**src/hw/rtl/rfb_pkg.sv**
```systemverilog
// ----------------------------------------------------------------------------
// rfb_pkg
// Shared constants, codes and types of the ring FIFO with bulk transfers.
// ----------------------------------------------------------------------------
`default_nettype none

package rfb_pkg;

  localparam int DEPTH   = 16;
  localparam int WORD_W  = 32;

  localparam int PTR_W   = (DEPTH > 1) ? $clog2(DEPTH) : 1;
  localparam int CNT_W   = $clog2(DEPTH + 1);
  localparam int FUNC_W  = 2;
  localparam int BURST_W = 4;
  localparam int STAT_W  = 2;
  localparam int OCC_W   = 4;
  localparam int SLOT_W  = 5;
  localparam int CMP_W   = (CNT_W > BURST_W) ? CNT_W : BURST_W;
  localparam int LIM_W   = (CNT_W > SLOT_W) ? CNT_W : SLOT_W;

  localparam int IN_TDATA_W  = ((WORD_W + BURST_W + 7) / 8) * 8;
  localparam int OUT_TDATA_W = ((WORD_W + OCC_W + 7) / 8) * 8;

  localparam logic [SLOT_W-1:0] SLOT_RESET = SLOT_W'(16);

  localparam logic [FUNC_W-1:0] FUNC_ENQ   = 2'd0;
  localparam logic [FUNC_W-1:0] FUNC_DEQ   = 2'd1;
  localparam logic [FUNC_W-1:0] FUNC_COUNT = 2'd2;

  localparam logic [STAT_W-1:0] ST_DONE    = 2'd0;
  localparam logic [STAT_W-1:0] ST_NOSPACE = 2'd1;
  localparam logic [STAT_W-1:0] ST_TOOFEW  = 2'd2;

  typedef struct packed {
    logic [WORD_W-1:0] word;
    logic [STAT_W-1:0] status;
    logic [OCC_W-1:0]  occ;
    logic              last;
  } res_t;

  typedef struct packed {
    logic [1:0] cnt;
    logic       pop;
  } oq_stat_t;

endpackage

`default_nettype wire

```
**src/hw/rtl/rfb_ram.sv**
```systemverilog
// ----------------------------------------------------------------------------
// rfb_ram
// Generic single-write, single-read RAM with registered read data.
// ----------------------------------------------------------------------------
`default_nettype none

module rfb_ram #(
  parameter int WIDTH = 32,
  parameter int DEPTH = 16
) (
  input  wire logic                                       clk,
  input  wire logic                                       we,
  input  wire logic [((DEPTH > 1) ? $clog2(DEPTH) : 1)-1:0] waddr,
  input  wire logic [WIDTH-1:0]                           wdata,
  input  wire logic                                       re,
  input  wire logic [((DEPTH > 1) ? $clog2(DEPTH) : 1)-1:0] raddr,
  output logic      [WIDTH-1:0]                           rdata
);

  logic [WIDTH-1:0] mem [DEPTH];

  always_ff @(posedge clk) begin
    if (we) begin
      mem[waddr] <= wdata;
    end
    if (re) begin
      rdata <= mem[raddr];
    end
  end

endmodule

`default_nettype wire

```
**src/hw/rtl/rfb_oq.sv**
```systemverilog
// ----------------------------------------------------------------------------
// rfb_oq
// Two-entry result queue: output register plus skid register.
// ----------------------------------------------------------------------------
`default_nettype none

module rfb_oq (
  input  wire logic            clk,
  input  wire logic            rst,
  input  wire logic            push,
  input  wire rfb_pkg::res_t   push_res,
  output logic                 out_valid,
  input  wire logic            out_ready,
  output rfb_pkg::res_t        out_res,
  output rfb_pkg::oq_stat_t    stat
);

  logic          ov;
  logic          sv;
  rfb_pkg::res_t o_res;
  rfb_pkg::res_t s_res;
  logic          pop;

  assign pop       = ov & out_ready;
  assign out_valid = ov;
  assign out_res   = o_res;
  assign stat.cnt  = {1'b0, ov} + {1'b0, sv};
  assign stat.pop  = pop;

  always_ff @(posedge clk) begin
    if (rst) begin
      ov <= 1'b0;
      sv <= 1'b0;
    end else if (pop) begin
      if (sv) begin
        o_res <= s_res;
        if (push) begin
          s_res <= push_res;
        end else begin
          sv <= 1'b0;
        end
      end else begin
        ov <= push;
        if (push) begin
          o_res <= push_res;
        end
      end
    end else if (push) begin
      if (!ov) begin
        ov    <= 1'b1;
        o_res <= push_res;
      end else begin
        sv    <= 1'b1;
        s_res <= push_res;
      end
    end
  end

endmodule

`default_nettype wire

```
**src/hw/rtl/rfb_ctrl.sv**
```systemverilog
// ----------------------------------------------------------------------------
// rfb_ctrl
// Ring pointers, burst tracking, dequeue sequencer and result stage.
// ----------------------------------------------------------------------------
`default_nettype none

module rfb_ctrl (
  input  wire logic                          clk,
  input  wire logic                          rst,
  input  wire logic                          cfg_we,
  input  wire logic [rfb_pkg::SLOT_W-1:0]    cfg_wdata,
  input  wire logic                          in_valid,
  output logic                               in_ready,
  input  wire logic [rfb_pkg::FUNC_W-1:0]    func,
  input  wire logic [rfb_pkg::WORD_W-1:0]    data_word,
  input  wire logic [rfb_pkg::BURST_W-1:0]   burst_count,
  output logic                               mem_we,
  output logic [rfb_pkg::PTR_W-1:0]          mem_waddr,
  output logic [rfb_pkg::WORD_W-1:0]         mem_wdata,
  output logic                               mem_re,
  output logic [rfb_pkg::PTR_W-1:0]          mem_raddr,
  input  wire logic [rfb_pkg::WORD_W-1:0]    mem_rdata,
  input  wire rfb_pkg::oq_stat_t             oq_stat,
  output logic                               push,
  output rfb_pkg::res_t                      push_res
);

  typedef enum logic {IDLE, DEQ} state_t;

  state_t                        state, state_next;
  logic [rfb_pkg::SLOT_W-1:0]    slots;
  logic [rfb_pkg::PTR_W-1:0]     rd_ptr, rd_ptr_next;
  logic [rfb_pkg::PTR_W-1:0]     wr_ptr, wr_ptr_next;
  logic [rfb_pkg::BURST_W-1:0]   burst_left, burst_left_next;
  logic                          burst_refused, burst_refused_next;
  logic [rfb_pkg::BURST_W-1:0]   deq_left, deq_left_next;
  logic [rfb_pkg::OCC_W-1:0]     occ_hold, occ_hold_next;
  logic                          p_valid, p_valid_next;
  logic                          p_rd, p_rd_next;
  rfb_pkg::res_t                 p_res, p_res_next;

  logic [rfb_pkg::LIM_W-1:0]     slots_ext;
  logic [rfb_pkg::CNT_W-1:0]     s_use;
  logic [rfb_pkg::CNT_W-1:0]     held;
  logic [rfb_pkg::CNT_W-1:0]     free_space;
  logic [rfb_pkg::BURST_W-1:0]   n;
  logic                          room;
  logic                          accept;
  logic                          refused_now;
  logic [rfb_pkg::PTR_W-1:0]     rd_inc, wr_inc;
  logic [rfb_pkg::CNT_W-1:0]     held_deq;

  always_comb begin
    slots_ext = rfb_pkg::LIM_W'(slots);
    if (slots_ext < rfb_pkg::LIM_W'(2)) begin
      s_use = rfb_pkg::CNT_W'(2);
    end else if (slots_ext > rfb_pkg::LIM_W'(rfb_pkg::DEPTH)) begin
      s_use = rfb_pkg::CNT_W'(rfb_pkg::DEPTH);
    end else begin
      s_use = rfb_pkg::CNT_W'(slots_ext);
    end
    if (wr_ptr >= rd_ptr) begin
      held = rfb_pkg::CNT_W'(wr_ptr) - rfb_pkg::CNT_W'(rd_ptr);
    end else begin
      held = rfb_pkg::CNT_W'(wr_ptr) + s_use - rfb_pkg::CNT_W'(rd_ptr);
    end
    free_space = s_use - rfb_pkg::CNT_W'(1) - held;
    held_deq   = held - rfb_pkg::CNT_W'(n);
    rd_inc = (rfb_pkg::CNT_W'(rd_ptr) + rfb_pkg::CNT_W'(1) == s_use) ?
             '0 : rd_ptr + rfb_pkg::PTR_W'(1);
    wr_inc = (rfb_pkg::CNT_W'(wr_ptr) + rfb_pkg::CNT_W'(1) == s_use) ?
             '0 : wr_ptr + rfb_pkg::PTR_W'(1);
  end

  assign n = (burst_count == '0) ? rfb_pkg::BURST_W'(1) : burst_count;

  // a new result may enter the stage only if the queue can take it next edge
  assign room = ({1'b0, oq_stat.cnt} + {2'b00, p_valid}) <= (3'd1 + {2'b00, oq_stat.pop});

  assign in_ready = (state == IDLE) && room;
  assign accept   = in_valid && in_ready;

  assign refused_now = (burst_left == '0) ?
                       (rfb_pkg::CMP_W'(free_space) < rfb_pkg::CMP_W'(n)) : burst_refused;

  assign mem_waddr = wr_ptr;
  assign mem_wdata = data_word;
  assign mem_raddr = rd_ptr;

  assign push          = p_valid;
  assign push_res.word = p_rd ? mem_rdata : '0;
  assign push_res.status = p_res.status;
  assign push_res.occ    = p_res.occ;
  assign push_res.last   = p_res.last;

  always_comb begin
    state_next         = state;
    rd_ptr_next        = rd_ptr;
    wr_ptr_next        = wr_ptr;
    burst_left_next    = burst_left;
    burst_refused_next = burst_refused;
    deq_left_next      = deq_left;
    occ_hold_next      = occ_hold;
    p_valid_next       = 1'b0;
    p_rd_next          = 1'b0;
    p_res_next         = p_res;
    p_res_next.word    = '0;
    mem_we             = 1'b0;
    mem_re             = 1'b0;

    if (accept) begin
      p_valid_next = 1'b1;
      unique case (func)
        rfb_pkg::FUNC_ENQ: begin
          burst_refused_next = refused_now;
          burst_left_next    = (burst_left == '0) ? (n - rfb_pkg::BURST_W'(1)) :
                               (burst_left - rfb_pkg::BURST_W'(1));
          p_res_next.last    = 1'b1;
          if (refused_now) begin
            p_res_next.status = rfb_pkg::ST_NOSPACE;
            p_res_next.occ    = rfb_pkg::OCC_W'(held);
          end else begin
            mem_we            = 1'b1;
            wr_ptr_next       = wr_inc;
            p_res_next.status = rfb_pkg::ST_DONE;
            p_res_next.occ    = rfb_pkg::OCC_W'(held + rfb_pkg::CNT_W'(1));
          end
        end
        rfb_pkg::FUNC_DEQ: begin
          if (rfb_pkg::CMP_W'(held) < rfb_pkg::CMP_W'(n)) begin
            p_res_next.status = rfb_pkg::ST_TOOFEW;
            p_res_next.occ    = rfb_pkg::OCC_W'(held);
            p_res_next.last   = 1'b1;
          end else begin
            mem_re            = 1'b1;
            p_rd_next         = 1'b1;
            rd_ptr_next       = rd_inc;
            deq_left_next     = n - rfb_pkg::BURST_W'(1);
            occ_hold_next     = rfb_pkg::OCC_W'(held_deq);
            p_res_next.status = rfb_pkg::ST_DONE;
            p_res_next.occ    = rfb_pkg::OCC_W'(held_deq);
            p_res_next.last   = (n == rfb_pkg::BURST_W'(1));
            if (n != rfb_pkg::BURST_W'(1)) begin
              state_next = DEQ;
            end
          end
        end
        default: begin
          p_res_next.status = rfb_pkg::ST_DONE;
          p_res_next.occ    = rfb_pkg::OCC_W'(held);
          p_res_next.last   = 1'b1;
        end
      endcase
    end else if (state == DEQ && room) begin
      p_valid_next      = 1'b1;
      p_rd_next         = 1'b1;
      mem_re            = 1'b1;
      rd_ptr_next       = rd_inc;
      deq_left_next     = deq_left - rfb_pkg::BURST_W'(1);
      p_res_next.status = rfb_pkg::ST_DONE;
      p_res_next.occ    = occ_hold;
      p_res_next.last   = (deq_left == rfb_pkg::BURST_W'(1));
      if (deq_left == rfb_pkg::BURST_W'(1)) begin
        state_next = IDLE;
      end
    end
  end

  always_ff @(posedge clk) begin
    p_res    <= p_res_next;
    occ_hold <= occ_hold_next;
    deq_left <= deq_left_next;
    if (rst) begin
      state         <= IDLE;
      slots         <= rfb_pkg::SLOT_RESET;
      rd_ptr        <= '0;
      wr_ptr        <= '0;
      burst_left    <= '0;
      burst_refused <= 1'b0;
      p_valid       <= 1'b0;
      p_rd          <= 1'b0;
    end else if (cfg_we) begin
      state         <= IDLE;
      slots         <= cfg_wdata;
      rd_ptr        <= '0;
      wr_ptr        <= '0;
      burst_left    <= '0;
      burst_refused <= 1'b0;
      p_valid       <= 1'b0;
      p_rd          <= 1'b0;
    end else begin
      state         <= state_next;
      rd_ptr        <= rd_ptr_next;
      wr_ptr        <= wr_ptr_next;
      burst_left    <= burst_left_next;
      burst_refused <= burst_refused_next;
      p_valid       <= p_valid_next;
      p_rd          <= p_rd_next;
    end
  end

endmodule

`default_nettype wire

```
**src/hw/rtl/ring_fifo_bulk_ops.sv**
```systemverilog
// ----------------------------------------------------------------------------
// ring_fifo_bulk_ops
// Circular FIFO of data words with all-or-nothing bulk enqueue and dequeue.
// Path: a request's first result is registered in the result stage, then
// enters the result queue. Throughput, while the result queue has room:
// enqueue and count requests one per cycle; a bulk dequeue holds the input
// until its last word, one word per cycle from the single RAM read port.
// Reset: ring empty, ring size 16; RAM contents are not cleared.
// ----------------------------------------------------------------------------
`default_nettype none

module ring_fifo_bulk_ops (
  input  wire logic                              clk,
  input  wire logic                              rst,
  input  wire logic                              cfg_we,
  input  wire logic [rfb_pkg::SLOT_W-1:0]        cfg_wdata,   // ring_slots
  input  wire logic                              s_tvalid,
  output logic                                   s_tready,
  input  wire logic [rfb_pkg::IN_TDATA_W-1:0]    s_tdata,     // data_word, burst_count
  input  wire logic [rfb_pkg::FUNC_W-1:0]        s_tuser,     // func
  output logic                                   m_tvalid,
  input  wire logic                              m_tready,
  output logic [rfb_pkg::OUT_TDATA_W-1:0]        m_tdata,     // word_out, occupancy
  output logic [rfb_pkg::STAT_W-1:0]             m_tuser,     // status
  output logic                                   m_tlast
);

  logic                          mem_we;
  logic [rfb_pkg::PTR_W-1:0]     mem_waddr;
  logic [rfb_pkg::WORD_W-1:0]    mem_wdata;
  logic                          mem_re;
  logic [rfb_pkg::PTR_W-1:0]     mem_raddr;
  logic [rfb_pkg::WORD_W-1:0]    mem_rdata;
  rfb_pkg::oq_stat_t             oq_stat;
  logic                          push;
  rfb_pkg::res_t                 push_res;
  rfb_pkg::res_t                 out_res;

  rfb_ctrl u_ctrl (
    .clk         (clk),
    .rst         (rst),
    .cfg_we      (cfg_we),
    .cfg_wdata   (cfg_wdata),
    .in_valid    (s_tvalid),
    .in_ready    (s_tready),
    .func        (s_tuser),
    .data_word   (s_tdata[rfb_pkg::WORD_W-1:0]),
    .burst_count (s_tdata[rfb_pkg::WORD_W +: rfb_pkg::BURST_W]),
    .mem_we      (mem_we),
    .mem_waddr   (mem_waddr),
    .mem_wdata   (mem_wdata),
    .mem_re      (mem_re),
    .mem_raddr   (mem_raddr),
    .mem_rdata   (mem_rdata),
    .oq_stat     (oq_stat),
    .push        (push),
    .push_res    (push_res)
  );

  rfb_ram #(
    .WIDTH (rfb_pkg::WORD_W),
    .DEPTH (rfb_pkg::DEPTH)
  ) u_ram (
    .clk   (clk),
    .we    (mem_we),
    .waddr (mem_waddr),
    .wdata (mem_wdata),
    .re    (mem_re),
    .raddr (mem_raddr),
    .rdata (mem_rdata)
  );

  rfb_oq u_oq (
    .clk       (clk),
    .rst       (rst || cfg_we),
    .push      (push),
    .push_res  (push_res),
    .out_valid (m_tvalid),
    .out_ready (m_tready),
    .out_res   (out_res),
    .stat      (oq_stat)
  );

  assign m_tdata = rfb_pkg::OUT_TDATA_W'({out_res.occ, out_res.word});
  assign m_tuser = out_res.status;
  assign m_tlast = out_res.last;

endmodule

`default_nettype wire

```
**config.mk**
```make
export PLATFORM = sky130hd
export DESIGN_NAME = ring_fifo_bulk_ops
export DESIGN_NICKNAME = d
export VERILOG_FILES = /design/src/hw/rtl/rfb_pkg.sv /design/src/hw/rtl/rfb_ram.sv /design/src/hw/rtl/rfb_oq.sv /design/src/hw/rtl/rfb_ctrl.sv /design/src/hw/rtl/ring_fifo_bulk_ops.sv
export SDC_FILE = /design/constraint.sdc
export NUM_CORES = 1
export LEC_CHECK = 0
export ABC_AREA = 0
export BUFFER_PORTS_ARGS = -buffer_cell sky130_fd_sc_hd__buf_2
export CORE_ASPECT_RATIO = 1.2
export CORE_MARGIN = 1
export CORE_UTILIZATION = 62
export DETAILED_ROUTE_END_ITERATION = 16
export PLACE_DENSITY = 0.8
export SKIP_CTS_REPAIR_TIMING = 1
export SLEW_MARGIN = 20
export SYNTH_ARGS = -nofsm -noshare
export SYNTH_HDL_FRONTEND = slang
export SYNTH_SLANG_ARGS = --single-unit
export TNS_END_PERCENT = 5
```
**constraint.sdc**
```tcl
create_clock -name clk -period 7 [get_ports clk]
set_input_delay 1.4 -clock clk [delete_from_list [all_inputs] [get_ports clk]]
set_output_delay 1.4 -clock clk [all_outputs]
set_load 0.05 [all_outputs]
```
* Word level (Yosys, flattened, before mapping)
Memory sizes are Yosys's and may differ from the RTL's. A register that Yosys moved wholly into a read port is not among the register bits.
Cells that the tools add are included.
** Cells by class
- Shift-type cells :: 0
- Divide/modulo/power cells :: 0
- Mux-type cells :: 55
- Eq/ne operators :: 13
- $add $sub $neg :: 17
- Multiply operators :: 0
- $lt $le $gt $ge :: 6
- Reductions and logical operators :: 22
- Bitwise logic cells :: 5
** Operators with widths (number)
- $mux W39 :: 9
- $mux W4 :: 12
- $mux W32 :: 1
- $mux W1 :: 25
- $mux W7 :: 3
- $mux W5 :: 4
- $pmux W7 S2 :: 1
- $add A4 B1 Y4 const B :: 3
- $ne A2 B2 Y1 const B :: 6
- $sub A4 B1 Y4 const B :: 3
- $add A4 B1 Y5 const B :: 2
- $eq A5 B5 Y1 :: 2
- $lt A5 B4 Y1 :: 2
- $reduce_and A5 Y1 :: 2
- $reduce_bool A2 Y1 :: 5
- $reduce_and A3 Y1 :: 3
- $eq A4 B1 Y1 const B :: 2
- $logic_not A4 Y1 :: 2
- $reduce_and A2 Y1 :: 3
- $add A4 B5 Y5 :: 1
- $gt A5 B5 Y1 const B :: 1
- $lt A5 B2 Y1 const B :: 1
- $sub A4 B4 Y5 :: 1
- $sub A5 B1 Y5 const B :: 1
- 18 further kinds :: 23
** Storage, ports and cells
- Register bits after elaboration :: 116
- ROM bits :: 0
- Memories :: 1
- Latch bits :: 0
- Bits in writable memories :: 512
- Word-level logic and storage cells :: 142
- Bits of input ports :: 52
** Memory list
- u_ram.mem :: words 16, bits a word 32, rd ports 1, clocked after Yosys merged registers in 1, wr ports 1, RTL line rfb_ram.sv:20 : logic [WIDTH-1:0] mem [DEPTH];

* Depth between registers and ports, before layout
Gate-level depths: netlist of run 1.
- Depth in word-level cells :: 14
- Depth in mapped cells :: 21
- Mapped depth without buffers :: 18

* Cells and area by module
From an unflattened synthesis of run 1, not the netlist that was laid out.
** Unflattened totals
- Cells, all modules :: 1391
- Area total of the unflattened synthesis :: 26684.3 um2
** By module, submodules not included
- rfb_ram :: area an instance 20155.6 um2, instances 1, cells each 838
- rfb_ctrl :: area an instance 3502.1 um2, instances 1, cells each 409
- rfb_oq :: area an instance 2986.6 um2, instances 1, cells each 138
- ring_fifo_bulk_ops :: area an instance 40.0 um2, instances 1, cells each 6

* Least setup slack after synthesis of run 1
OpenSTA, ideal clock, no wires.
- Kind :: register to register
- Start :: reg u_ctrl.rd_ptr (netlist bit u_ctrl.mem_raddr[1])
- End :: mem u_ram.mem[15][0], enable pin
- Cell stages (with the launch flop) :: 21
- Setup time :: 0.392 ns
- Arrival :: 5.380 ns
- Slack :: 1.228 ns
- Path buffers :: 4
- Required time :: 6.608 ns
- Cell sequence :: dfxtp_1 > clkbuf_1 > clkbuf_1 > clkbuf_1 > inv_1 > fa_1 > fa_1 > mux2_2 > inv_1 > ha_1 > a21o_1 > a21oi_1 > xor2_1 > xnor2_1 > ha_1 > nand2_1 > o21ai_0 > o31ai_2 > nor2_2 > buf_2 > and3_1
** Between the ends
- Longest elaborated chain between the ends :: 10
- Elaborated cells on any way between the ends :: 12
- Those cells by class :: 3 x add/sub; 2 x order compare; 7 x mux
** Ends and longest elaborated chain
- start, declared :: RTL line rfb_ctrl.sv:32 : logic [rfb_pkg::PTR_W-1:0] rd_ptr, rd_ptr_next;
- start signal, assigned :: RTL line rfb_ctrl.sv:193 : rd_ptr <= rd_ptr_next;
- $sub A5 B4 Y5 (tied with other cells) :: RTL line rfb_ctrl.sv:65 : held = rfb_pkg::CNT_W'(wr_ptr) + s_use - rfb_pkg::CNT_W'(rd_ptr);
- $mux W5 (*) :: RTL line rfb_ctrl.sv:62 : if (wr_ptr >= rd_ptr) begin
- $sub A5 B5 Y5 (*) :: RTL line rfb_ctrl.sv:67 : free_space = s_use - rfb_pkg::CNT_W'(1) - held;
- $lt A5 B4 Y1 (*) :: RTL line rfb_ctrl.sv:84 : (rfb_pkg::CMP_W'(free_space) < rfb_pkg::CMP_W'(n)) : burst_refused;
- $mux W1 (*) :: RTL line rfb_ctrl.sv:83 : assign refused_now = (burst_left == '0) ?
- $mux W1 (*) :: RTL line rfb_ctrl.sv:119 : if (refused_now) begin
- $mux W1 (*) :: RTL line rfb_ctrl.sv:113 : unique case (func)
- $mux W1 (*) :: RTL line rfb_ctrl.sv:111 : if (accept) begin
- $mux W1 (*) :: RTL line rfb_ram.sv:23 : if (we) begin
- $mux W1 (not written as such) (*) :: RTL line rfb_ram.sv:24 : mem[waddr] <= wdata;
- end, declared :: RTL line rfb_ram.sv:20
Mark *: on every way between the ends. The rest lies on a longest branch, timed or not.

* Worst setup path after layout of run 1
- Start :: reg u_ctrl.slots[2] (netlist name)
- End :: mem u_ram.mem[7][15], enable pin
** Between the ends
- Longest elaborated chain between the ends :: 14
- Elaborated cells on any way between the ends :: 16
- Those cells by class :: 4 x add/sub; 3 x order compare; 9 x mux
** Ends and longest elaborated chain
- start, declared :: RTL line rfb_ctrl.sv:31 : logic [rfb_pkg::SLOT_W-1:0] slots;
- start signal, assigned :: RTL line rfb_ctrl.sv:175 : slots <= rfb_pkg::SLOT_RESET;
- start signal, assigned :: RTL line rfb_ctrl.sv:184 : slots <= cfg_wdata;
- $gt A5 B5 Y1 :: RTL line rfb_ctrl.sv:57 : end else if (slots_ext > rfb_pkg::LIM_W'(rfb_pkg::DEPTH)) begin
- $mux W5 :: RTL line rfb_ctrl.sv:57
- $mux W5 (*) :: RTL line rfb_ctrl.sv:55 : if (slots_ext < rfb_pkg::LIM_W'(2)) begin
- $add A4 B5 Y5 :: RTL line rfb_ctrl.sv:65
- $sub A5 B4 Y5 :: RTL line rfb_ctrl.sv:65
- $mux W5 :: RTL line rfb_ctrl.sv:62
- $sub A5 B5 Y5 (*) :: RTL line rfb_ctrl.sv:67
- $lt A5 B4 Y1 (*) :: RTL line rfb_ctrl.sv:84
- $mux W1 (*) :: RTL line rfb_ctrl.sv:83
- $mux W1 (*) :: RTL line rfb_ctrl.sv:119
- $mux W1 (*) :: RTL line rfb_ctrl.sv:113
- $mux W1 (*) :: RTL line rfb_ctrl.sv:111
- $mux W1 (*) :: RTL line rfb_ram.sv:23
- $mux W1 (not written as such) (*) :: RTL line rfb_ram.sv:24
Marked as above.

==> impl_metrics.ini, run 1 <==
[setup_path]
r2r_setup_slack_ns = 0.78
reg2reg_depth = 19
r2r_start = u_ctrl.slots[2]$_SDFFE_PP0P_
cp_max_fo = 19
worstPathCellList = nor2_1, nor2_1, nor2_1, fa_1, fa_1, xnor2_1, mux2i_1, inv_1, ha_1, a21oi_1, xor2_1, xnor2_1, ha_1, nand2_1, o21ai_0, o31ai_2, nor2_2, and3_2, buf_4
worst-path-buf-inv = 2
reg2reg_to = u_ram.mem[7][15]$_DFFE_PP_
timing_worst_setup_path_type = flop to flop
critPathLaunchType = flop
critPathSlowestCell = and3_2
cpLargestDelayFamily = simple AND/OR/NAND/NOR gates
max_stage_delay_ns = 0.82
critical_path_arrival_ns = 6.55
cp.required_ns = 7.33
startpoint = u_ctrl.slots[2]$_SDFFE_PP0P_
end_kind = flop
crit_top_cell = nor2_1

[synthesis]
yosysWarnings = 0
synth_async_sr_flop_share_pct = 0
synth.avg_cell_area_sq_um = 20.6
synth_area_leaders = edfxtp_1, mux4_2, mux2_2
synth_area_leader_cell = edfxtp_1
ys_ff_latch = 660
yosysMostFrequentCell = edfxtp_1
synth-edff-count = 637
yosysUniqueCellTypes = 66
synth-seq-area-share_pct = 74.1
syn-cell-area_sq_um = 26400
ys.flop_type = edfxtp_1
synth_commonest_cells = edfxtp_1, mux4_2, nor2_1
netlist.area_leader.share_pct = 72.4
syn_inst = 1284

[routing]
avgRoutedWirePerCell_um = 28.9
first_pass_iters = 5
drcViolationCount = 0
postRouteAntennaNets = 0
wirelength_um = 57900
first_iter_violations = 1351
vias_per_cell = 6.58
vias = 13200

[pwr]
p_switching_mw = 1.58
static-leakage-power_nw = 9.62
intPower_mw = 6.36
power_density_nw_per_um2 = 268
ir_worst_vdd_v = 0.000277
p_seq_share_pct = 54.7
p_sw_share_pct = 19.9
p_comb_share_pct = 2.6
pwr-share-clk_pct = 42.7
power.total_mw = 7.94

[grt]
grt_max_degree = 70
grt.total_usage_pct = 27.5
grt_pass1_vias = 13700
grt_overflow = 0
antenna_found_initial = 3
grt_pass1_wl_um = 85400

[sta]
fin_skew_ns = 0.0199
min_period_ns = 6.22
fmax_mhz = 161
setup_tns_ns = 0
max_slew.worst_pin.slew_ns = 1.05
report.final.hold_viol_count = 0
hold_ws_ns = 0.446
max-slew-margin-rel_pct = 30.0
min_period_over_period_pct = 88.9
drv_slew = 0
rsz0062_at_grt = false
setup_viol = 0
finalWorstSetupSlack_ns = 0.780

[clock_network]
cts_buffers = 59
clock_latency_ns = 0.64
root_buffer = clkbuf_16
htreeDepth = 2
clkTransAtPathRegs_ns = 0.06
cts.path.max_buffers = 3
cts_tree = built
clock_sinks = 660

[layout]
final_area_sq_um = 29700
layout-drive-gt1-share_pct = 30.9
n_fill_cell = 2423
layout.nets = 1495
syn_to_final_growth_pct = 12.3

[place]
hpwl_um = 31000
post-place-ws_ns = 0.944
gp_congestion = 0.842
portBuffers = 88
placed_area_sq_um = 27600

[min_path]
min_from = u_ctrl.push_res[6]$_SDFFCE_PN0P_
holdPathEnd = u_oq.s_res[6]$_DFFE_PP_
hold_depth = 0
hp-class = flop to flop

[floorplan]
ioPinCount = 97
dieArea_sq_um = 43400
rows = 82
die-width_um = 190
start_util_pct = 63.1
coreArea_sq_um = 41900
die_y_um = 228

[status]
status = finished, final reports clean

[flow_run]
maxCapViolCount = 0
[power groups by stage]
stage	combinational (mW)	sequential, mW	clock (mW)
2_1_floorplan	0.113	4.44	0
3_3_place_gp	0.191	4.43	0
3_5_place_dp	0.199	4.43	0
4_1_cts	0.203	4.35	3.43
5_1_grt	0.221	4.35	3.56
6_report	0.205	4.35	3.39
[registers in the layout, summed over array words and instances (netlist names)]
signal	cells
u_ram.mem	512
u_oq.out_res	39
u_oq.s_res	39
u_ram.rdata	32
u_ctrl.push_res	7
u_ctrl.slots	5
u_ctrl.burst_left	4
u_ctrl.deq_left	4
u_ctrl.mem_raddr	4
u_ctrl.mem_waddr	4
u_ctrl.occ_hold	4
u_ctrl.burst_refused	1
u_ctrl.p_rd	1
u_ctrl.push	1
u_ctrl.state	1
u_oq.out_valid	1
u_oq.sv	1
[per-layer routing]
metal | part of all wire, % | vias to the layer above | wire [um] | global-route usage (%)
met3 | 7.2 | 151 | 4190 | 4.58
met5 | 0.024 | - | 14 | 0
met4 | 3.4 | 2 | 1950 | 10.4
li1 | - | 5476 | - | -
met1 | 37 | 6781 | 21300 | 35.6
met2 | 53 | 745 | 30400 | 46.9
[stage by stage]
step	util (%)	cells
2_1_floorplan	-	1287
3_3_place_gp	66.0	1889
3_5_place_dp	66.0	1889
4_1_cts	70.9	1997
5_1_grt	70.9	1999
6_report	70.9	1999
[worst reg2reg max path: stages, from the launching register on]
cell and delay [ns]:
dfxtp_1 0.38, nor2_1 0.13, nor2_1 0.04, nor2_1 0.45, fa_1 0.56, fa_1 0.43, xnor2_1 0.15, mux2i_1 0.28
inv_1 0.13, ha_1 0.35, a21oi_1 0.17, xor2_1 0.19, xnor2_1 0.09, ha_1 0.30, nand2_1 0.05, o21ai_0 0.34
o31ai_2 0.17, nor2_2 0.56, and3_2 0.82, buf_4 0.34
[cell type report]
class	instances	area [sq um]	area share (%)
well taps	546	683	2.30
multi-input cells	527	6470	21.8
flip-flops and latches	660	19600	66.1
repair buffers	118	728	2.45
clock buffers	67	1510	5.08
diodes	2	5.00	0.0169
inverters	38	143	0.481
clock inverters	41	528	1.78
[cells in the final DEF (no fill, tap or decap), drive strengths merged, types with 5 or more instances in the layout]
cell type and count:
clkinvlp 5, clkinv 23, bufinv 11, nor3 11
inv 40, edfxtp 637, dfxtp 23, mux2i 8
o21ai 12, nor2 47, and2 38, a21oi 32
and3 19, a211oi 6, fa 8, nand2 21
mux2 41, o21a 5, buf 118, nand3 7
ha 31, xnor2 15, mux4 160, clkbuf 67
xor2 6
[how the worst max path moves through the flow]
stage                                  to  slack (ns)  cells past startpoint
6_report       u_ram.mem[7][15]$_DFFE_PP_        0.78                     19
5_1_grt        u_ram.mem[7][15]$_DFFE_PP_        0.42                     19
4_1_cts        u_ram.mem[6][15]$_DFFE_PP_        0.87                     19
3_5_place_dp   u_ram.mem[6][16]$_DFFE_PP_        0.94                     19
3_3_place_gp   u_ram.mem[5][16]$_DFFE_PP_        0.98                     19
2_1_floorplan  u_ram.mem[15][0]$_DFFE_PP_        1.23                     20
[cells by family (layout without fill, tap and decap cells)]
group / count (synthesis) / in the layout / share of synthesized area [%]
buf+inv: 100 / 264 / 1.57
mux: 209 / 209 / 15.7
compound gates: 91 / 91 / 2.51
fa+ha+maj: 39 / 39 / 2.07
flops: 660 / 660 / 74.1
xor+xnor: 22 / 22 / 0.781
other cells: 1 / 6 / 0.0142
simple gates: 162 / 162 / 3.22
No activity file was read; power rests on OpenSTA's default activity.
==> inputs of run 2 (changes only) <==
--- a/config.mk
+++ b/config.mk
@@ -5,7 +5,7 @@
 export SDC_FILE = /design/constraint.sdc
 export NUM_CORES = 1
 export LEC_CHECK = 0
-export ABC_AREA = 0
+export ABC_AREA = 1
 export BUFFER_PORTS_ARGS = -buffer_cell sky130_fd_sc_hd__buf_2
 export CORE_ASPECT_RATIO = 1.2
 export CORE_MARGIN = 1
==> run 2 against run 1 <==
  * Die area grew 1.5%
  * Clock power shrank 7.1%
  * Register-to-register slack lost 0.04 ns
  * Final cell count grew 36%
  * Critical path depth grew 4
  * Power grew 0.22%
  * Worst setup slack lost 0.044 ns
  * Fmax shrank 0.70%
  * Combinational power grew 110%
  * First-iteration DRC count grew 39%
  * Count of clock-buffer cells in the layout grew 3
==> impl_metrics.ini, run 2 <==
[grt]
grt_pass1_wl_um = 92200
grt.total_usage_pct = 27.8
grt_pass1_vias = 16700
antenna_found_initial = 7
grt_max_degree = 259
grt_overflow = 0

[sta]
min_period_ns = 6.26
min_period_over_period_pct = 89.5
hold_ws_ns = 0.454
finalWorstSetupSlack_ns = 0.736
fin_skew_ns = 0.0313
fmax_mhz = 160
rsz0062_at_grt = false
report.final.hold_viol_count = 0
max_slew.worst_pin.slew_ns = 1.23
max-slew-margin-rel_pct = 18.0
setup_viol = 0
setup_tns_ns = 0
drv_slew = 0

[layout]
layout-drive-gt1-share_pct = 13.0
final_area_sq_um = 29800
regArea_sq_um = 19600
layout.nets = 2197
final_common_cell = edfxtp_1
final_core_util_pct = 69.8
largest-register = u_ram.mem
syn_to_final_growth_pct = 11.0
instances_no_fill = 2709
layout_common_cells = edfxtp_1, nor2_1, o21ai_0
largest_register_ffs = 512
n_fill_cell = 2765
multi_input_area_sq_um = 6480

[clock_network]
cts.path.max_buffers = 3
cts_tree = built
htreeDepth = 2
cts_buffers = 59
clock_latency_ns = 0.64
root_buffer = clkbuf_16
clock_sinks = 660
clkTransAtPathRegs_ns = 0.06

[place]
hpwl_um = 32700
placed_area_sq_um = 27900
post-place-ws_ns = 0.750
gp_congestion = 0.885
portBuffers = 88
post-place-cells = 2596

[pwr]
static-leakage-power_nw = 10.4
power.total_mw = 7.96
power_density_nw_per_um2 = 267
ir_worst_vdd_v = 0.000242

[synthesis]
synth.avg_cell_area_sq_um = 13.1
syn-cell-area_sq_um = 26800
ys.flop_type = edfxtp_1
synth_commonest_cells = edfxtp_1, nor2_1, o21ai_0
yosysUniqueCellTypes = 46
syn_inst = 2046
netlist.area_leader.share_pct = 71.3
yosysWarnings = 0
synth_area_leaders = edfxtp_1, o21ai_0, nor2_1
synth_area_leader_cell = edfxtp_1
synth_async_sr_flop_share_pct = 0
ys_ff_latch = 660
synth-edff-count = 637
synth-seq-area-share_pct = 73.0
yosysMostFrequentCell = edfxtp_1

[floorplan]
die_y_um = 230
rows = 83
ioPinCount = 97
die-width_um = 192
coreArea_sq_um = 42700
start_util_pct = 62.8
dieArea_sq_um = 44100

[routing]
first_iter_violations = 1874
avgRoutedWirePerCell_um = 22.3
postRouteAntennaNets = 0
vias = 17000
wirelength_um = 60500
vias_per_cell = 6.26
first_pass_iters = 6
drcViolationCount = 0

[setup_path]
critical_path_arrival_ns = 6.56
timing_worst_setup_path_type = flop to flop
cp_max_fo = 17
cpLargestDelayFamily = simple AND/OR/NAND/NOR gates
max_stage_delay_ns = 0.68
cp.required_ns = 7.29
worst-path-buf-inv = 6
critPathLaunchType = flop
critPathSlowestCell = nor2_4
worstPathCellList = inv_1, nand3_1, inv_1, a21oi_1, inv_1, fa_1, fa_1, xor2_1, nand2_1, nand2_1, inv_1, ha_1, xnor2_1, ha_1, nand2_1, o21ai_0, a21oi_2, nand3_4, nand3_4, inv_2, nand2_1, nor2_4, buf_4
end_kind = flop

[flow_run]
maxCapViolCount = 0

[min_path]
hp-class = flop to flop

[status]
status = finished, final reports clean
run 2: logic make-up (layout without fill, tap and decap cells):
group / count (synthesis) / after routing / share of synthesized area (%)
other: 1 / 6 / 0.0140
flip-flops: 660 / 660 / 73.0
multiplexers: 7 / 7 / 0.294
buffers and inverters: 230 / 336 / 3.36
adder cells (fa/ha/maj): 39 / 39 / 2.04
AND/OR/NAND/NOR: 559 / 559 / 8.58
AO/OA/AOI/OAI: 526 / 526 / 11.9
XOR/XNOR: 24 / 24 / 0.784
run 2: layer usage:
| layer | track usage, % | vias up | routed length (um) |
|---|---|---|---|
| li1 | - | 7633 | - |
| met1 | 36.2 | 8217 | 22800 |
| met2 | 45.7 | 923 | 30100 |
| met3 | 5.16 | 173 | 5430 |
| met4 | 12.2 | 6 | 2130 |
| met5 | 0 | - | 37 |
run 2: area by class of cell:
| cell class | count | area share, % |
|---|---|---|
| diodes | 2 | 0.0168 |
| repair buffers | 120 | 2.40 |
| clock buffers | 70 | 5.17 |
| multi-input cells | 1159 | 21.8 |
| flip-flops and latches | 660 | 65.8 |
| well taps | 552 | 2.32 |
| inverters | 106 | 1.35 |
| clock inverters | 40 | 1.16 |
run 2: power by group:
group | internal [mW] | switching [mW] | total (mW)
registers | 4.37 | 0.0150 | 4.38
clock network | 1.73 | 1.42 | 3.15
logic | 0.128 | 0.297 | 0.426
total | 6.23 | 1.73 | 7.96
run 2: worst paths after layout:
| path | to | start | cells after the start | slack [ns] |
|---|---|---|---|---|
| hold / removal | u_oq.s_res[2]$_DFFE_PP_ | u_ctrl.push_res[2]$_DFFE_PP_ | 0 | 0.45 |
| hold reg to reg | u_oq.s_res[2]$_DFFE_PP_ | u_ctrl.push_res[2]$_DFFE_PP_ | 0 | 0.45 |
| setup reg to reg | u_ram.mem[9][0]$_DFFE_PP_ | u_ctrl.slots[4]$_SDFFE_PP1P_ | 23 | 0.74 |
| setup / recovery | u_ram.mem[9][0]$_DFFE_PP_ | u_ctrl.slots[4]$_SDFFE_PP1P_ | 23 | 0.74 |
